`src/rtl/mpps_pkg.sv`:
```
// shared types and codes for the multi-policy process scheduler
// no dependencies; imported by every module of the block

package mpps_pkg;

  // event codes on the input channel
  typedef enum logic [1:0] {
    ACT_TICK      = 2'd0,
    ACT_EXIT      = 2'd1,
    ACT_SET_PRIO  = 2'd2,
    ACT_SET_SHARE = 2'd3
  } action_t;

  // scheduling policies
  typedef enum logic [1:0] {
    POL_RR     = 2'd0,
    POL_LOWEST = 2'd1,
    POL_PRIO   = 2'd2,
    POL_SHARE  = 2'd3
  } policy_t;

  // sequencer states
  typedef enum logic [1:0] {
    ST_IDLE,
    ST_FETCH,
    ST_SCAN,
    ST_DONE
  } state_t;

  // one slot record as held in the slot memory
  typedef struct packed {
    logic       run;
    logic [7:0] prio;
    logic [7:0] limit;
    logic [7:0] count;
  } slot_rec_t;

  // configuration map
  localparam int          CFG_ADDR_W     = 3;
  localparam int          CFG_DATA_W     = 32;
  localparam logic        REG_POLICY_IDX = 1'b0;
  localparam policy_t     POLICY_RESET   = POL_SHARE;
  localparam int          OUT_SLOT_W     = 3;

endpackage

```
`src/rtl/mpps_slot_mem.sv`:
```
// per-slot state memory: one write port, one registered read port
// depends on mpps_pkg; entries never written read as their reset record

module mpps_slot_mem #(
  parameter int NUM_SLOTS = 5,
  parameter int SW        = 3
) (
  input  logic                clk,
  input  logic                rst_n,
  input  logic                rd_en,
  input  logic [SW-1:0]       rd_addr,
  output mpps_pkg::slot_rec_t rd_data,
  input  logic                wr_en,
  input  logic [SW-1:0]       wr_addr,
  input  mpps_pkg::slot_rec_t wr_data
);
  import mpps_pkg::*;

  slot_rec_t            mem [NUM_SLOTS];
  logic [NUM_SLOTS-1:0] valid_r;
  slot_rec_t            q_r;
  logic                 q_vld_r;
  logic [SW-1:0]        q_addr_r;
  slot_rec_t            rst_rec;

  // storage array
  always_ff @(posedge clk) begin
    if (wr_en) begin
      mem[wr_addr] <= wr_data;
    end
    if (rd_en) begin
      q_r      <= mem[rd_addr];
      q_vld_r  <= valid_r[rd_addr];
      q_addr_r <= rd_addr;
    end
  end

  // written-entry flags, cleared at reset
  always_ff @(posedge clk) begin
    if (!rst_n) begin
      valid_r <= '0;
    end else if (wr_en) begin
      valid_r[wr_addr] <= 1'b1;
    end
  end

  // reset record: all fields zero, runnable for every slot except slot 0
  always_comb begin
    rst_rec     = '0;
    rst_rec.run = (q_addr_r != '0);
  end

  assign rd_data = q_vld_r ? q_r : rst_rec;

endmodule

```
`src/rtl/mpps_cfg.sv`:
```
// configuration register block behind the apb-style port
// depends on mpps_pkg; holds the policy selection

module mpps_cfg (
  input  logic                                clk,
  input  logic                                rst_n,
  input  logic                                psel,
  input  logic                                penable,
  input  logic                                pwrite,
  input  logic [mpps_pkg::CFG_ADDR_W-1:0]     paddr,
  input  logic [mpps_pkg::CFG_DATA_W-1:0]     pwdata,
  output logic [mpps_pkg::CFG_DATA_W-1:0]     prdata,
  output logic                                pready,
  output mpps_pkg::policy_t                   policy
);
  import mpps_pkg::*;

  policy_t policy_r;
  logic    sel_policy;

  assign sel_policy = (paddr[CFG_ADDR_W-1] == REG_POLICY_IDX);

  // register write on the access phase
  always_ff @(posedge clk) begin
    if (!rst_n) begin
      policy_r <= POLICY_RESET;
    end else if (psel && penable && pwrite && sel_policy) begin
      policy_r <= policy_t'(pwdata[1:0]);
    end
  end

  // read back
  always_comb begin
    prdata = '0;
    if (sel_policy) begin
      prdata = CFG_DATA_W'(policy_r);
    end
  end

  assign pready = 1'b1;
  assign policy = policy_r;

endmodule

```
`src/rtl/mpps_ctrl.sv`:
```
// scheduling sequencer: read-modify-write of slot records and policy scans
// depends on mpps_pkg; drives mpps_slot_mem and owns the result register

module mpps_ctrl #(
  parameter int NUM_SLOTS = 5,
  parameter int SW        = 3
) (
  input  logic                                clk,
  input  logic                                rst_n,
  input  logic                                in_valid,
  output logic                                in_stall,
  input  logic [1:0]                          in_action,
  input  logic [7:0]                          in_value,
  output logic                                out_valid,
  input  logic                                out_stall,
  output logic [mpps_pkg::OUT_SLOT_W-1:0]     out_running_slot,
  output logic                                out_idle,
  input  mpps_pkg::policy_t                   policy,
  output logic                                rd_en,
  output logic [SW-1:0]                       rd_addr,
  input  mpps_pkg::slot_rec_t                 rd_data,
  output logic                                wr_en,
  output logic [SW-1:0]                       wr_addr,
  output mpps_pkg::slot_rec_t                 wr_data
);
  import mpps_pkg::*;

  localparam int CW = $clog2(2 * NUM_SLOTS + 1);
  localparam int XW = (SW > OUT_SLOT_W) ? SW : OUT_SLOT_W;
  localparam logic [SW-1:0] LAST_SLOT = SW'(NUM_SLOTS - 1);
  localparam logic [CW-1:0] LEN_ALL   = CW'(NUM_SLOTS);
  localparam logic [CW-1:0] LEN_LOW   = CW'(NUM_SLOTS - 1);
  localparam logic [CW-1:0] LEN_SHARE = CW'(2 * NUM_SLOTS);

  state_t        state_r, state_nxt;
  action_t       act_r, act_nxt;
  logic [7:0]    val_r, val_nxt;
  logic [SW-1:0] cur_r, cur_nxt;
  logic          idle_r, idle_nxt;
  logic [SW-1:0] ip_r, ip_nxt;
  logic [SW-1:0] ep_r, ep_nxt;
  logic [CW-1:0] ic_r, ic_nxt;
  logic [CW-1:0] len_r, len_nxt;
  logic          ev_r, ev_nxt;
  logic          pass_r, pass_nxt;
  logic [7:0]    best_r, best_nxt;
  logic          any_r, any_nxt;
  logic          out_valid_r, out_valid_nxt;
  logic [OUT_SLOT_W-1:0] out_slot_r, out_slot_nxt;
  logic          out_idle_r, out_idle_nxt;
  logic [XW-1:0] cur_x;
  logic          last;
  logic          found;

  function automatic logic [SW-1:0] slot_inc(input logic [SW-1:0] s);
    return (s == LAST_SLOT) ? '0 : s + SW'(1);
  endfunction

  // control and payload registers
  always_ff @(posedge clk) begin
    if (!rst_n) begin
      state_r     <= ST_IDLE;
      cur_r       <= SW'(1);
      idle_r      <= 1'b0;
      ev_r        <= 1'b0;
      out_valid_r <= 1'b0;
    end else begin
      state_r     <= state_nxt;
      cur_r       <= cur_nxt;
      idle_r      <= idle_nxt;
      ev_r        <= ev_nxt;
      out_valid_r <= out_valid_nxt;
    end
  end

  always_ff @(posedge clk) begin
    act_r      <= act_nxt;
    val_r      <= val_nxt;
    ip_r       <= ip_nxt;
    ep_r       <= ep_nxt;
    ic_r       <= ic_nxt;
    len_r      <= len_nxt;
    pass_r     <= pass_nxt;
    best_r     <= best_nxt;
    any_r      <= any_nxt;
    out_slot_r <= out_slot_nxt;
    out_idle_r <= out_idle_nxt;
  end

  assign cur_x = XW'(cur_r);
  assign last  = (ic_r == len_r);

  // next state, memory requests and result register
  always_comb begin
    state_nxt     = state_r;
    act_nxt       = act_r;
    val_nxt       = val_r;
    cur_nxt       = cur_r;
    idle_nxt      = idle_r;
    ip_nxt        = ip_r;
    ep_nxt        = ep_r;
    ic_nxt        = ic_r;
    len_nxt       = len_r;
    ev_nxt        = ev_r;
    pass_nxt      = pass_r;
    best_nxt      = best_r;
    any_nxt       = any_r;
    out_valid_nxt = out_valid_r;
    out_slot_nxt  = out_slot_r;
    out_idle_nxt  = out_idle_r;
    rd_en         = 1'b0;
    rd_addr       = ip_r;
    wr_en         = 1'b0;
    wr_addr       = ep_r;
    wr_data       = rd_data;
    found         = 1'b0;

    // result taken downstream
    if (out_valid_r && !out_stall) begin
      out_valid_nxt = 1'b0;
    end

    case (state_r)
      ST_IDLE: begin
        // accept a transaction and fetch the running slot's record
        if (in_valid) begin
          act_nxt   = action_t'(in_action);
          val_nxt   = in_value;
          rd_en     = 1'b1;
          rd_addr   = cur_r;
          state_nxt = ST_FETCH;
        end
      end

      ST_FETCH: begin
        wr_addr = cur_r;
        case (act_r)
          ACT_SET_PRIO: begin
            wr_en        = 1'b1;
            wr_data.prio = val_r;
            state_nxt    = ST_DONE;
          end
          ACT_SET_SHARE: begin
            wr_en         = 1'b1;
            wr_data.limit = val_r;
            state_nxt     = ST_DONE;
          end
          default: begin
            // exit clears the runnable flag before the scan reads anything
            if (act_r == ACT_EXIT) begin
              wr_en       = 1'b1;
              wr_data.run = 1'b0;
            end
            ic_nxt   = '0;
            ev_nxt   = 1'b0;
            pass_nxt = 1'b0;
            best_nxt = 8'hFF;
            any_nxt  = 1'b0;
            case (policy)
              POL_RR: begin
                ip_nxt  = slot_inc(cur_r);
                len_nxt = LEN_ALL;
              end
              POL_LOWEST: begin
                ip_nxt  = SW'(1);
                len_nxt = LEN_LOW;
              end
              POL_PRIO: begin
                ip_nxt  = '0;
                len_nxt = LEN_ALL;
              end
              default: begin
                ip_nxt  = cur_r;
                len_nxt = LEN_SHARE;
              end
            endcase
            state_nxt = ST_SCAN;
          end
        endcase
      end

      ST_SCAN: begin
        // issue one read per cycle while positions remain
        if (!last) begin
          rd_en   = 1'b1;
          rd_addr = ip_r;
          ip_nxt  = slot_inc(ip_r);
          ic_nxt  = ic_r + CW'(1);
          ev_nxt  = 1'b1;
          ep_nxt  = ip_r;
        end else begin
          ev_nxt = 1'b0;
        end

        // evaluate the record read in the previous cycle
        if (ev_r) begin
          case (policy)
            POL_RR, POL_LOWEST: begin
              found = rd_data.run;
            end
            POL_PRIO: begin
              if (!pass_r) begin
                any_nxt = any_r | rd_data.run;
                if (rd_data.run && (rd_data.prio < best_r)) begin
                  best_nxt = rd_data.prio;
                end
              end else begin
                found = rd_data.run && (rd_data.prio <= best_r);
              end
            end
            default: begin
              if (rd_data.run) begin
                wr_en = 1'b1;
                if (rd_data.count < rd_data.limit) begin
                  wr_data.count = rd_data.count + 8'd1;
                  found         = 1'b1;
                end else begin
                  wr_data.count = '0;
                end
              end
            end
          endcase

          if (found) begin
            cur_nxt   = ep_r;
            idle_nxt  = 1'b0;
            ev_nxt    = 1'b0;
            state_nxt = ST_DONE;
          end else if (last) begin
            if ((policy == POL_PRIO) && !pass_r && any_nxt) begin
              // minimum known: walk again from the slot after the current one
              pass_nxt = 1'b1;
              ip_nxt   = slot_inc(cur_r);
              ic_nxt   = '0;
              len_nxt  = LEN_ALL;
            end else begin
              idle_nxt  = 1'b1;
              state_nxt = ST_DONE;
            end
          end
        end
      end

      ST_DONE: begin
        // load the result once the output register is free
        if (!out_valid_r || !out_stall) begin
          out_valid_nxt = 1'b1;
          out_slot_nxt  = cur_x[OUT_SLOT_W-1:0];
          out_idle_nxt  = idle_r;
          state_nxt     = ST_IDLE;
        end
      end

      default: begin
        state_nxt = ST_IDLE;
      end
    endcase
  end

  assign in_stall         = (state_r != ST_IDLE);
  assign out_valid        = out_valid_r;
  assign out_running_slot = out_slot_r;
  assign out_idle         = out_idle_r;

endmodule

```
`src/rtl/multi_policy_process_scheduler.sv`:
```
// top level of the multi-policy process scheduler
// depends on mpps_pkg, mpps_cfg, mpps_slot_mem and mpps_ctrl
//
//   channel | ports                                   | direction
//   --------+-----------------------------------------+----------
//   input   | in_valid in_stall in_action in_value    | event in
//   result  | out_valid out_stall out_running_slot    | result out
//           | out_idle                                |
//   config  | psel penable pwrite paddr pwdata        | apb write/read
//           | prdata pready                           |
//
// set priority and set share pass through fetch and done before the result is valid.
// tick and exit pass fetch, the scan and done; at most NUM_SLOTS positions
// for round robin, NUM_SLOTS-1 for lowest slot, 2*NUM_SLOTS for share and
// 2*NUM_SLOTS for priority (two passes); the single read port of the slot
// memory reads one record per cycle during the scan.
// reset is synchronous and clears per-entry written flags at once, no sweep.
// one transaction is in flight; a stalled result waits in the output register.

module multi_policy_process_scheduler #(
  parameter int NUM_SLOTS = 5
) (
  input  logic                                clk,
  input  logic                                rst_n,
  input  logic                                in_valid,
  output logic                                in_stall,
  input  logic [1:0]                          in_action,
  input  logic [7:0]                          in_value,
  output logic                                out_valid,
  input  logic                                out_stall,
  output logic [mpps_pkg::OUT_SLOT_W-1:0]     out_running_slot,
  output logic                                out_idle,
  input  logic                                psel,
  input  logic                                penable,
  input  logic                                pwrite,
  input  logic [mpps_pkg::CFG_ADDR_W-1:0]     paddr,
  input  logic [mpps_pkg::CFG_DATA_W-1:0]     pwdata,
  output logic [mpps_pkg::CFG_DATA_W-1:0]     prdata,
  output logic                                pready
);
  import mpps_pkg::*;

  localparam int SW = $clog2(NUM_SLOTS);

  policy_t       policy;
  logic          rd_en;
  logic [SW-1:0] rd_addr;
  slot_rec_t     rd_data;
  logic          wr_en;
  logic [SW-1:0] wr_addr;
  slot_rec_t     wr_data;

  // configuration registers
  mpps_cfg u_cfg (
    .clk     (clk),
    .rst_n   (rst_n),
    .psel    (psel),
    .penable (penable),
    .pwrite  (pwrite),
    .paddr   (paddr),
    .pwdata  (pwdata),
    .prdata  (prdata),
    .pready  (pready),
    .policy  (policy)
  );

  // slot record memory
  mpps_slot_mem #(
    .NUM_SLOTS (NUM_SLOTS),
    .SW        (SW)
  ) u_mem (
    .clk     (clk),
    .rst_n   (rst_n),
    .rd_en   (rd_en),
    .rd_addr (rd_addr),
    .rd_data (rd_data),
    .wr_en   (wr_en),
    .wr_addr (wr_addr),
    .wr_data (wr_data)
  );

  // scheduling sequencer
  mpps_ctrl #(
    .NUM_SLOTS (NUM_SLOTS),
    .SW        (SW)
  ) u_ctrl (
    .clk              (clk),
    .rst_n            (rst_n),
    .in_valid         (in_valid),
    .in_stall         (in_stall),
    .in_action        (in_action),
    .in_value         (in_value),
    .out_valid        (out_valid),
    .out_stall        (out_stall),
    .out_running_slot (out_running_slot),
    .out_idle         (out_idle),
    .policy           (policy),
    .rd_en            (rd_en),
    .rd_addr          (rd_addr),
    .rd_data          (rd_data),
    .wr_en            (wr_en),
    .wr_addr          (wr_addr),
    .wr_data          (wr_data)
  );

endmodule
```
`config.mk`:
```
export PLATFORM = sky130hd
export DESIGN_NAME = multi_policy_process_scheduler
export DESIGN_NICKNAME = d
export VERILOG_FILES = /design/src/rtl/mpps_pkg.sv /design/src/rtl/mpps_slot_mem.sv /design/src/rtl/mpps_cfg.sv /design/src/rtl/mpps_ctrl.sv /design/src/rtl/multi_policy_process_scheduler.sv
export SDC_FILE = /design/constraint.sdc
export NUM_CORES = 1
export LEC_CHECK = 0
export ABC_AREA = 0
export BUFFER_PORTS_ARGS = -buffer_cell sky130_fd_sc_hd__buf_4
export CORE_ASPECT_RATIO = 0.8
export CORE_MARGIN = 5
export CORE_UTILIZATION = 39
export CTS_CLUSTER_DIAMETER = 30
export DETAILED_ROUTE_END_ITERATION = 12
export GPL_TIMING_DRIVEN = 1
export MAX_ROUTING_LAYER = met4
export PLACE_DENSITY = 0.6
export SYNTH_ARGS = -nofsm -noshare
export SYNTH_HDL_FRONTEND = slang
export SYNTH_SLANG_ARGS = --single-unit
```
`constraint.sdc`:
```
create_clock -name clk -period 2.9 [get_ports clk]
set_clock_uncertainty 0.05 [all_clocks]
set_input_delay 0.29 -clock clk [delete_from_list [all_inputs] [get_ports clk]]
set_output_delay 0.29 -clock clk [all_outputs]
set_load 0.05 [all_outputs]
```
# ---- Word-level counts from Yosys, hierarchy flattened
# Memories as Yosys holds them, arrays and structs flattened. A register that Yosys moved wholly into a read port is not among the register bits.
# Index checks and enable logic that the tools add are counted.
dict set report totals {
  ramBits 125
  latchBits 0
  rom_bits 0
  ff_bits 57
  output_inout_bits 39
  n_memories 1
}
dict set report classes {
  order_cmp 6
  muxes 95
  reduce_logical 33
  n_eq_ne 24
  mul 0
  div 0
  shift 0
  bitwise_logic 4
  addsub 4
}
# memory depth word_bits read_ports rd_ports_with_merged_regs write_ports line
set mem_list {}
lappend mem_list {u_mem.mem 5 25 1 1 1 mpps_slot_mem.sv:19} ;# slot_rec_t mem [NUM_SLOTS];
# cell n
set op_table {}
lappend op_table {{two-way mux 8 bit} 12}
lappend op_table {{two-way mux 4 bit} 11}
lappend op_table {{two-way mux 1 bit} 37}
lappend op_table {{two-way mux 3 bit} 11}
lappend op_table {{two-way mux 25 bit} 1}
lappend op_table {{one-hot mux 4 bit (2 select lines)} 3}
lappend op_table {{two-way mux 17 bit} 1}
lappend op_table {{< comparator 8 bit} 2}
lappend op_table {{one-hot mux 8 bit (2 select lines)} 1}
lappend op_table {{two-way mux 2 bit} 7}
lappend op_table {{inequality test 2 x 1 -> 1 bit (second input constant)} 7}
lappend op_table {{one-hot mux 1 bit (2 select lines)} 6}
lappend op_table {{AND reduction 6 bit} 2}
lappend op_table {{== test 2 bit (second input constant)} 5}
lappend op_table {{logical AND 1 bit} 9}
lappend op_table {{one-hot mux 3 bit (3 select lines)} 1}
lappend op_table {{adder 8 x 1 -> 8 bit (second input constant)} 1}
lappend op_table {{<= comparator 8 bit} 1}
lappend op_table {{< comparator 3 x 4 -> 1 bit (second input constant)} 2}
lappend op_table {{inequality test 2 bit (second input constant)} 4}
lappend op_table {{one-hot mux 2 bit (4 select lines)} 1}
lappend op_table {{AND reduction 2 bit} 4}
lappend op_table {{adder 3 x 1 -> 3 bit (second input constant)} 2}
lappend op_table {{== test 2 x 1 -> 1 bit (second input constant)} 3}
lappend op_table {{other kinds (22)} 32}

# ---- Logic depth before layout (Yosys ltp)
# Gate-level depths: netlist of the first run.
dict set report logic_depth {
  depth_word 13
  mapped_depth 11
  depth_no_buf 9
}

# ---- By module
# From an unflattened synthesis of the first run, not the netlist that was laid out.
dict set report hier_totals {
  hier_cells 695
  hier_area_um2 9534.1
}
# mod n_inst cells_per_inst seq_area_each_um2 area_per_inst_um2
set by_module_without_submodules {}
lappend by_module_without_submodules {mpps_slot_mem 1 351 4724.5 6192.2}
lappend by_module_without_submodules {mpps_ctrl 1 300 1271.2 2985.4}
lappend by_module_without_submodules {mpps_cfg 1 44 40.0 356.6}

# ---- Least setup slack after synthesis of the first run
# No wires, ideal clock.
dict set report synth_path {
  path_kind {reg2reg}
  start {register u_ctrl.state_r[0]}
  end {memory u_mem.mem[2][0] (netlist name), enable pin}
  arrival_ns 2.606
  path_slack_ns -0.167
  n_path_buf 0
  path_stages_with_launch 7
  setup_ns 0.411
  cell_sequence {dfxtp_1 inv_1 ha_1 nand2_1 nor3b_1 o221ai_1 nor2b_1}
}
dict set report synth_via {
  elab_chain_len 4
}
# element line
set synth_rtl {}
lappend synth_rtl {{start: declaration} mpps_ctrl.sv:35} ;# state_t state_r, state_nxt;
lappend synth_rtl {{start signal: assignment} mpps_ctrl.sv:68} ;# state_r <= state_nxt;
lappend synth_rtl {{== test 2 bit or == test 2 x 1 -> 1 bit (tied branches)} mpps_ctrl.sv:123} ;# case (state_r)
lappend synth_rtl {{one-hot mux 1 bit (2 select lines)} mpps_ctrl.sv:123}
lappend synth_rtl {{two-way mux 1 bit} mpps_slot_mem.sv:28} ;# if (wr_en) begin
lappend synth_rtl {{two-way mux 1 bit (not written as such)} mpps_slot_mem.sv:29} ;# mem[wr_addr] <= wr_data;
lappend synth_rtl {{end: declaration} mpps_slot_mem.sv:19}
# Several ways; a longest one is shown, not always the timed one.

==> flow_summary.json, run 1 <==
{
  "final_util": 0.486,
  "syn_area_per_cell_sq_um": 11.3,
  "grt.busiest_layer": "met1",
  "wl_per_cell_um": 16.8,
  "swShare": 0.320,
  "slew-limit-headroom": 0.543,
  "worst-path-buf-inv": 1,
  "fin_crit_sh": 0.960,
  "std_cell_rows": 50,
  "grt_use_met3": 0.0377,
  "cts_num_sinks": 206,
  "cp.required_ps": 3170,
  "clkPwrFrac": 0.360,
  "worst_slew_pin_slew_ps": 679,
  "pwr-share-comb": 0.260,
  "synth_edf_count": 191,
  "io_pins": 91,
  "drv_cap": 0,
  "final_max_slew_viol_count": 0,
  "r2r-start": "u_mem.q_vld_r$_DFFE_PP_",
  "crit_family": "simple AND/OR/NAND/NOR gates",
  "setup.worst_path.class": "register to register",
  "hold_slack_ps": 22.5,
  "pwr-share-seq": 0.380,
  "synth_cell_types": 55,
  "grt_max_degree": 40,
  "cp-end-kind": "register",
  "min_to": "u_ctrl.out_valid$_SDFF_PN0_",
  "drc_errors": 0,
  "period_minus_slack_ps": 2780,
  "setup_tns_ps": 0,
  "slowest_delay_ps": 420,
  "drive_above_1_share": 0.150,
  "pwr_density_cell_nw_per_um2": 988,
  "max_freq_mhz": 359,
  "setup_ws_ps": 117,
  "setup_viol": 0,
  "ir_worst_vdd_v": 0.000556,
  "hold_viol_final": 0,
  "layout_commonest_cell": "nand2_1",
  "fill_cells": 2082,
  "gp_congestion": 0.796,
  "initial_core_util": 0.398,
  "place_ws_ps": -28.1,
  "antenna_cells": 0,
  "clock_latency_ps": 510,
  "cp_cell_sequence": "buf_12 > and2_1 > ha_1 > a21oi_1 > o2111ai_4 > or3_4 > or3_1 > a31oi_4",
  "rr_endpoint": "u_mem.mem[1][7]$_DFFE_PP_",
  "startpoint_type": "register",
  "switchingPower_mw": 3.61,
  "gr-usage-met2": 0.217,
  "cp_max_fo": 17,
  "detail_route.vias_per_cell": 4.96,
  "drt-total-wl_um": 20800,
  "die_h_um": 148,
  "synth_seq_cells": 206,
  "yosysSeqAreaShare": 0.646,
  "area_growth_pct": 22.1,
  "vias": 6149,
  "fp.dieW_um": 183,
  "grt_overflow": 0,
  "synth_area_sq_um": 9340,
  "cp_data_arrival_time_ps": 3060,
  "synthArstFlopShare": 0,
  "final_nets": 979,
  "drtPass1Iterations": 5,
  "drtIter0Drc": 530,
  "root_buffer": "clkbuf_16",
  "htree_levels": 2,
  "status": "finished, final reports clean",
  "hold_path_depth": 3,
  "dieArea_sq_um": 27200,
  "grt_pass1_vias": 5765,
  "p_leak_nw": 4.32,
  "hpwl_um": 12900,
  "tritoncts": "done",
  "core_sq_um": 23500,
  "cts_buffer_depth": 3,
  "clkSlewWorstSetupHoldPaths_ps": 50,
  "grt_pass1_wl_um": 32700,
  "cts_buffers": 36,
  "yosys_warnings": 0,
  "use_met1": 0.233,
  "final_cell_mix": "nand2_1, edfxtp_1, o21ai_0",
  "grtUsageTotal": 0.158,
  "hold_class": "input port to register",
  "cts_setup_buffers": 0,
  "io_buffers": 27,
  "antenna_found_initial": 0,
  "postRouteAntennaNets": 0,
  "syn-instance-count": 827,
  "synth_ff_type": "edfxtp_1",
  "r2r_cells": 8,
  "slowest_stage": "edfxtp_1",
  "hold_start": "out_stall",
  "intPower_mw": 7.65,
  "rrSetupSlack_ps": 120
}
worst max-delay path by stage:
stage / start / end / slack (ps) / depth (start not counted)
after detailed placement: u_mem.q_vld_r$_DFFE_PP_ / u_mem.mem[0][7]$_DFFE_PP_ / -30 / 8
final: u_mem.q_vld_r$_DFFE_PP_ / u_mem.mem[1][7]$_DFFE_PP_ / 120 / 8
after floorplan: u_ctrl.state_r[0]$_SDFFE_PN0P_ / u_mem.mem[0][0]$_DFFE_PP_ / -100 / 6
after CTS: u_mem.q_vld_r$_DFFE_PP_ / u_mem.mem[4][7]$_DFFE_PP_ / 50 / 8
after global placement: u_mem.q_vld_r$_DFFE_PP_ / u_mem.mem[0][7]$_DFFE_PP_ / 30 / 8
after global routing: u_mem.q_vld_r$_DFFE_PP_ / u_mem.mem[1][7]$_DFFE_PP_ / -5 / 9
through the flow:
step	cells	area, sq um	power (mW)
after floorplan	856	9450	6.19
after global placement	1164	10100	7.16
after detailed placement	1164	10100	7.20
after CTS	1239	11400	11.3
after global routing	1239	11400	11.9
final	1239	11400	11.3
cell type report:
class	instances	area [sq um]	area share
Sequential cell	206	6040	0.529
Inverter	36	135	0.0119
Timing Repair Buffer	74	698	0.0612
Clock inverter	21	219	0.0192
Multi-Input combinational cell	548	2980	0.261
Clock buffer	42	945	0.0828
Tap cell	312	390	0.0342
worst reg2reg max path, stage by stage (launching register included):
cell and delay (ps):
edfxtp_1 420, buf_12 180, and2_1 180, ha_1 350
a21oi_1 250, o2111ai_4 160, or3_4 390, or3_1 400
a31oi_4 220
synthesized netlist by cell type (all sizes together), types with 2 or more instances:
| master | instances | share of area |
|---|---|---|
| clkbuf | 33 | 0.013 |
| nor2b | 6 | 0.0040 |
| nor3 | 5 | 0.0027 |
| a221oi | 2 | 0.0019 |
| and2 | 9 | 0.0060 |
| or2 | 2 | 0.0013 |
| o31ai | 3 | 0.0024 |
| nor2 | 25 | 0.010 |
| ha | 25 | 0.034 |
| a21boi | 4 | 0.0032 |
| xnor2 | 3 | 0.0028 |
| o211ai | 4 | 0.0032 |
| o21ai | 81 | 0.044 |
| o21a | 11 | 0.0088 |
| inv | 36 | 0.014 |
| nor3b | 5 | 0.0040 |
| mux2 | 3 | 0.0036 |
| nand2 | 227 | 0.092 |
| buf | 33 | 0.026 |
| xor2 | 2 | 0.0019 |
| a31oi | 8 | 0.0054 |
| edfxtp | 191 | 0.61 |
| a21o | 2 | 0.0016 |
| mux2i | 14 | 0.015 |
| a21oi | 13 | 0.0074 |
| nand4 | 8 | 0.0054 |
| and3 | 6 | 0.0040 |
| nand3 | 31 | 0.017 |
| o221ai | 2 | 0.0019 |
| dfxtp | 15 | 0.032 |
| or3 | 2 | 0.0019 |
| conb | 2 | 0.00080 |
logic make-up after synthesis:
group                      after synthesis  share of synthesized area
buffers and inverters                  102                     0.0540
DFF                                    206                      0.646
and+or+nand+nor                        330                      0.151
other                                    2                   0.000804
xor gates and xnor gates                 5                    0.00469
muxes                                   17                     0.0190
AOI/OAI and AO/OA                      140                     0.0907
adders and majority gates               25                     0.0335
power groups by stage:
| stage | Combinational [mW] | Clock, mW | Sequential (mW) |
|---|---|---|---|
| detailed placement | 2.88 | 0 | 4.32 |
| global route | 3.29 | 4.28 | 4.32 |
| finish | 2.93 | 4.05 | 4.28 |
| CTS | 2.92 | 4.13 | 4.28 |
| global placement | 2.83 | 0 | 4.33 |
| floorplan | 1.93 | 0 | 4.26 |
flip-flops by register name, indices dropped and copies added, names as in the netlist, 2 cells and up:
name                     flops
u_ctrl.cur_r                 3
u_ctrl.act_r                 2
u_ctrl.val_r                 8
u_ctrl.len_r                 3
u_ctrl.ep_r                  3
u_mem.q_addr_r               3
u_ctrl.best_r                8
u_mem.mem                  125
u_ctrl.ic_r                  4
u_cfg.policy                 2
u_ctrl.out_running_slot      3
u_ctrl.ip_r                  3
u_ctrl.state_r               2
u_mem.valid_r                5
u_mem.q_r                   25
layer usage:
| layer | vias to the layer above | wire (um) | share of wire |
|---|---|---|---|
| met5 | - | 0 | 0 |
| met4 | 0 | 401 | 0.019 |
| met3 | 34 | 1460 | 0.070 |
| met2 | 194 | 8600 | 0.41 |
| met1 | 2902 | 10400 | 0.50 |
| li1 | 3019 | - | - |
what timing repair did:
item / 4_1_cts / 5_1_grt
resized for setup: 1 / 4
endpoints found under the hold margin: 12 / 0
pin swaps: 0 / 1
endpoints found under the setup margin: 5 / 18
hold buffers: 12 / 0
No activity file was read; power rests on OpenSTA's default activity.
==> run 2, diff against run 1 <==
--- a/config.mk
+++ b/config.mk
@@ -14,7 +14,7 @@
 export DETAILED_ROUTE_END_ITERATION = 12
 export GPL_TIMING_DRIVEN = 1
 export MAX_ROUTING_LAYER = met4
-export PLACE_DENSITY = 0.6
+export PLACE_DENSITY = 0.57
 export SYNTH_ARGS = -nofsm -noshare
 export SYNTH_HDL_FRONTEND = slang
 export SYNTH_SLANG_ARGS = --single-unit
==> constraint.sdc (replaced) <==
create_clock -name clk -period 3.4 [get_ports clk]
set_clock_uncertainty 0.05 [all_clocks]
set_input_delay 0.34 -clock clk [delete_from_list [all_inputs] [get_ports clk]]
set_output_delay 0.34 -clock clk [all_outputs]
set_load 0.05 [all_outputs]
==> flow_summary.json, run 2 (synthesis results as in run 1) <==
{
  "status": "finished, final reports clean",
  "drtPass1Iterations": 4,
  "grtUsageTotal": 0.155,
  "cp.required_ps": 3590,
  "wl_per_cell_um": 16.4,
  "cp_data_arrival_time_ps": 3190,
  "hold_slack_ps": 20.8,
  "detail_route.vias_per_cell": 4.94,
  "io_pins": 91,
  "antenna_cells": 0,
  "switchingPower_mw": 3.07,
  "drive_above_1_share": 0.141,
  "max_freq_mhz": 333,
  "drt-total-wl_um": 20200,
  "die_h_um": 148,
  "period_minus_slack_ps": 3000,
  "ir_worst_vdd_v": 0.000480,
  "layout_commonest_cell": "nand2_1",
  "cts_num_sinks": 206,
  "worst_slew_pin_slew_ps": 604,
  "pwr-share-comb": 0.248,
  "place_inst": 1150,
  "grt_pass1_vias": 5656,
  "gp_congestion": 0.822,
  "swShare": 0.323,
  "grt_pass1_wl_um": 32400,
  "place_ws_ps": 239,
  "cp-end-kind": "register",
  "pwr_density_cell_nw_per_um2": 842,
  "drc_errors": 0,
  "setup.worst_path.class": "register to register",
  "crit_family": "simple AND/OR/NAND/NOR gates",
  "stdcell_area_sq_um": 11300,
  "fp.dieW_um": 183,
  "final_nets": 967,
  "top_regs": "u_mem.mem x125, u_mem.q_r x25",
  "rsz0062_at_grt": "false",
  "antenna_found_initial": 0,
  "area_growth_pct": 20.7,
  "std_cell_rows": 50,
  "cp_cell_sequence": "buf_4 > buf_4 > nand2_1 > ha_1 > a41oi_1 > o2111ai_4 > or3_4 > or3_1 > a31oi_1",
  "fin_crit_sh": 0.882,
  "setup_tns_ps": 0,
  "dieArea_sq_um": 27200,
  "cts_buffers": 37,
  "final_util": 0.480,
  "cts_buffer_depth": 3,
  "grt_overflow": 0,
  "crit_top_cell": "buf_4",
  "initial_core_util": 0.398,
  "largest_reg_flops": 125,
  "root_buffer": "clkbuf_16",
  "htree_levels": 2,
  "p_leak_nw": 4.26,
  "hpwl_um": 12500,
  "setup_viol": 0,
  "grt_max_degree": 54,
  "postRouteAntennaNets": 0,
  "cp_max_fo": 14,
  "clock_latency_ps": 520,
  "postPlaceCellArea_sq_um": 9950,
  "cp.depth": 9,
  "core_sq_um": 23500,
  "final_max_slew_viol_count": 0,
  "slowest_delay_ps": 390,
  "slew-limit-headroom": 0.593,
  "startpoint_type": "register",
  "stdcell_count": 1230,
  "intPower_mw": 6.42,
  "final_cell_mix": "nand2_1, edfxtp_1, o21ai_0",
  "power_mw": 9.48,
  "clkSlewWorstSetupHoldPaths_ps": 50,
  "clkPwrFrac": 0.368,
  "tritoncts": "done",
  "drtIter0Drc": 470,
  "setup_ws_ps": 401,
  "slowest_stage": "or3_4",
  "ctsResizeCount": 0,
  "pwr-share-seq": 0.385,
  "r2r_cells": 9,
  "hold_class": "input port to register",
  "fill_cells": 2085,
  "hold_path_depth": 3,
  "largest-register": "u_mem.mem",
  "hold_viol_final": 0,
  "drv_cap": 0,
  "io_buffers": 27,
  "worst-path-buf-inv": 2,
  "vias": 6078
}
==> run 2: changes by cell type in the layout (fill, tap and decap cells not counted), sizes merged <==
cell,delta
buf,-12
bufinv,-1
clkbuf,+3
clkinv,-1
dlygate4sd3,-1
inv,+3
==> run 2: repair_timing <==
item,in CTS,in global routing
hold endpoints to repair,11,0
endpoints found under the setup margin,0,9
hold buffers,11,0
setup buffers,0,2
==> run 2: layout make-up <==
cell class / count / area [sq um] / share of cell area
multi-input cells: 548 / 2950 / 0.262
inverters: 36 / 135 / 0.0120
flip-flops and latches: 206 / 6040 / 0.536
clock buffers: 45 / 976 / 0.0866
clock inverters: 22 / 218 / 0.0193
well taps: 312 / 390 / 0.0347
repair buffers: 61 / 561 / 0.0498
==> run 2: tightest hold or removal path, cell delays in order <==
cell	delay, ps
buf_4	70
o21ai_0	70
nand2_1	60
==> run 2: path summary, 6_finish.rpt <==
| check | start | to | slack, ps |
|---|---|---|---|
| setup / recovery | u_mem.q_vld_r$_DFFE_PP_ | u_mem.mem[4][7]$_DFFE_PP_ | 400 |
| hold / removal | pwdata[1] | u_cfg.policy[1]$_SDFFE_PN1P_ | 20 |
| setup reg to reg | u_mem.q_vld_r$_DFFE_PP_ | u_mem.mem[4][7]$_DFFE_PP_ | 400 |
| hold reg to reg | u_ctrl.idle_r$_SDFFE_PN0P_ | u_ctrl.out_idle$_DFFE_PP_ | 400 |
==> run 2: power by group through the flow <==
| stage | combinational [mW] | clock (mW) | sequential (mW) |
|---|---|---|---|
| after floorplan | 1.64 | 0 | 3.64 |
| after global placement | 2.28 | 0 | 3.71 |
| after detailed placement | 2.32 | 0 | 3.71 |
| after CTS | 2.34 | 3.57 | 3.67 |
| after global routing | 2.66 | 3.72 | 3.68 |
| final | 2.35 | 3.49 | 3.65 |
==> run 2: metal layers <==
metal / global-route usage / vias up / wire (um)
met5: - / - / 0
met4: 0.0428 / 0 / 304
met3: 0.0313 / 31 / 1150
met2: 0.216 / 143 / 8410
met1: 0.232 / 2887 / 10300
li1: - / 3017 / -
==> run 3, diff against run 2 <==
==> constraint.sdc (replaced) <==
create_clock -name clk -period 3.6 [get_ports clk]
set_clock_uncertainty 0.05 [all_clocks]
set_input_delay 0.36 -clock clk [delete_from_list [all_inputs] [get_ports clk]]
set_output_delay 0.36 -clock clk [all_outputs]
set_load 0.05 [all_outputs]
==> flow_summary.json, run 3 (synthesis results as in run 1) <==
{
  "grt_overflow": 0,
  "slowest_delay_ps": 730,
  "cp_max_fo": 19,
  "rrSetupSlack_ps": 340,
  "hold_path_depth": 1,
  "cp.required_ps": 3780,
  "final_max_slew_viol_count": 0,
  "cp_cell_sequence": "and2_0 > ha_1 > o21ai_0 > a31oi_1 > o31a_1 > or3_4 > or3_1 > a31oi_1",
  "postRouteAntennaNets": 0,
  "grtUsageTotal": 0.156,
  "area_growth_pct": 20.3,
  "antenna_found_initial": 0,
  "io_buffers": 27,
  "ctsResizeCount": 0,
  "grt_pass1_vias": 5638,
  "r2r_cells": 8,
  "cp-end-kind": "register",
  "slew-limit-headroom": 0.589,
  "startpoint_type": "register",
  "largest_reg_flops": 125,
  "hold_class": "input port to register",
  "drtIter0Drc": 544,
  "final_cell_mix": "nand2_1, edfxtp_1, o21ai_0",
  "period_minus_slack_ps": 3260,
  "drc_errors": 0,
  "ir_worst_vdd_v": 0.000489,
  "dieArea_sq_um": 27200,
  "detail_route.vias_per_cell": 4.92,
  "root_buffer": "clkbuf_16",
  "wl_per_cell_um": 16.8,
  "setup.worst_path.class": "register to register",
  "rsz0062_at_grt": "false",
  "core_sq_um": 23500,
  "p_leak_nw": 4.24,
  "initial_core_util": 0.398,
  "drt-total-wl_um": 20500,
  "max_freq_mhz": 306,
  "gp_congestion": 0.824,
  "cp_data_arrival_time_ps": 3440,
  "cts_buffer_depth": 3,
  "fp.dieW_um": 183,
  "clkSlewWorstSetupHoldPaths_ps": 50,
  "htree_levels": 2,
  "status": "finished, final reports clean",
  "drtPass1Iterations": 7,
  "drv_cap": 0,
  "layout_commonest_cell": "nand2_1",
  "crit_top_cell": "a31oi_1",
  "pwr_density_cell_nw_per_um2": 806,
  "hpwl_um": 12500,
  "setup_tns_ps": 0,
  "hold_viol_final": 0,
  "io_pins": 91,
  "tritoncts": "done",
  "cts_num_sinks": 206,
  "worst_slew_pin_slew_ps": 610,
  "final_nets": 960,
  "clock_latency_ps": 500,
  "vias": 6014,
  "fin_crit_sh": 0.906,
  "setup_viol": 0,
  "drive_above_1_share": 0.138,
  "cts_buffers": 36,
  "std_cell_rows": 50,
  "slowest_stage": "edfxtp_1",
  "grt_max_degree": 54,
  "cts_hold_buf": 9,
  "die_h_um": 148,
  "hold_slack_ps": 16.8,
  "top_regs": "u_mem.mem x125, u_mem.q_r x25",
  "cts_setup_buffers": 0,
  "largest-register": "u_mem.mem",
  "grt_pass1_wl_um": 32400,
  "antenna_cells": 0
}
-- run 3: final timing paths --
check | start | to
worst max-delay path | u_mem.q_vld_r$_DFFE_PP_ | u_mem.mem[1][7]$_DFFE_PP_
worst min-delay path | in_value[0] | u_ctrl.val_r[0]$_DFFE_PP_
worst max register to register | u_mem.q_vld_r$_DFFE_PP_ | u_mem.mem[1][7]$_DFFE_PP_
worst min register to register | u_ctrl.idle_r$_SDFFE_PN0P_ | u_ctrl.out_idle$_DFFE_PP_
-- run 3: critical path, delay by kind of cell (launching register included) --
family,cells,cell delay [ps]
and+or+nand+nor,3,1100
AOI/OAI and AO/OA,4,850
DFF,1,730
adders and majority gates,1,270
-- run 3: routing by layer --
layer  share of wire  vias up  GRT usage
li1                -     2994          -
met1            0.50     2821      0.238
met2            0.42      162      0.213
met3           0.059       37     0.0284
met4           0.018        0     0.0406
met5               0        -          -
-- run 3: where the power goes --
group / switching, mW / internal, mW / leakage (nW)
sequential: 0.199 / 3.27 / 1.87
combinational: 1.52 / 0.667 / 1.78
clock: 1.18 / 2.22 / 0.590
total: 2.89 / 6.16 / 4.24
-- run 3: area by class of cell --
type / instances / area (sq um)
clock buffer: 42 / 965
clock inverter: 24 / 258
fill: 2136 / 12200
inverter: 36 / 135
multi-input combinational: 548 / 2950
sequential: 206 / 6040
tap: 312 / 390
timing repair buffer: 55 / 498
-- run 3: per-stage QoR --
step                      cell area, sq um  setup WS (ps)   util  total power, mW  std cells
after floorplan                       9450            533      -             4.99        856
after global routing                 11200           95.4  0.479             9.59       1223
after global placement                9920            475  0.423             5.66       1148
final                                11200            337  0.479             9.05       1223
after CTS                            11200            295  0.479             9.14       1223
after detailed placement              9920            298  0.423             5.69       1148
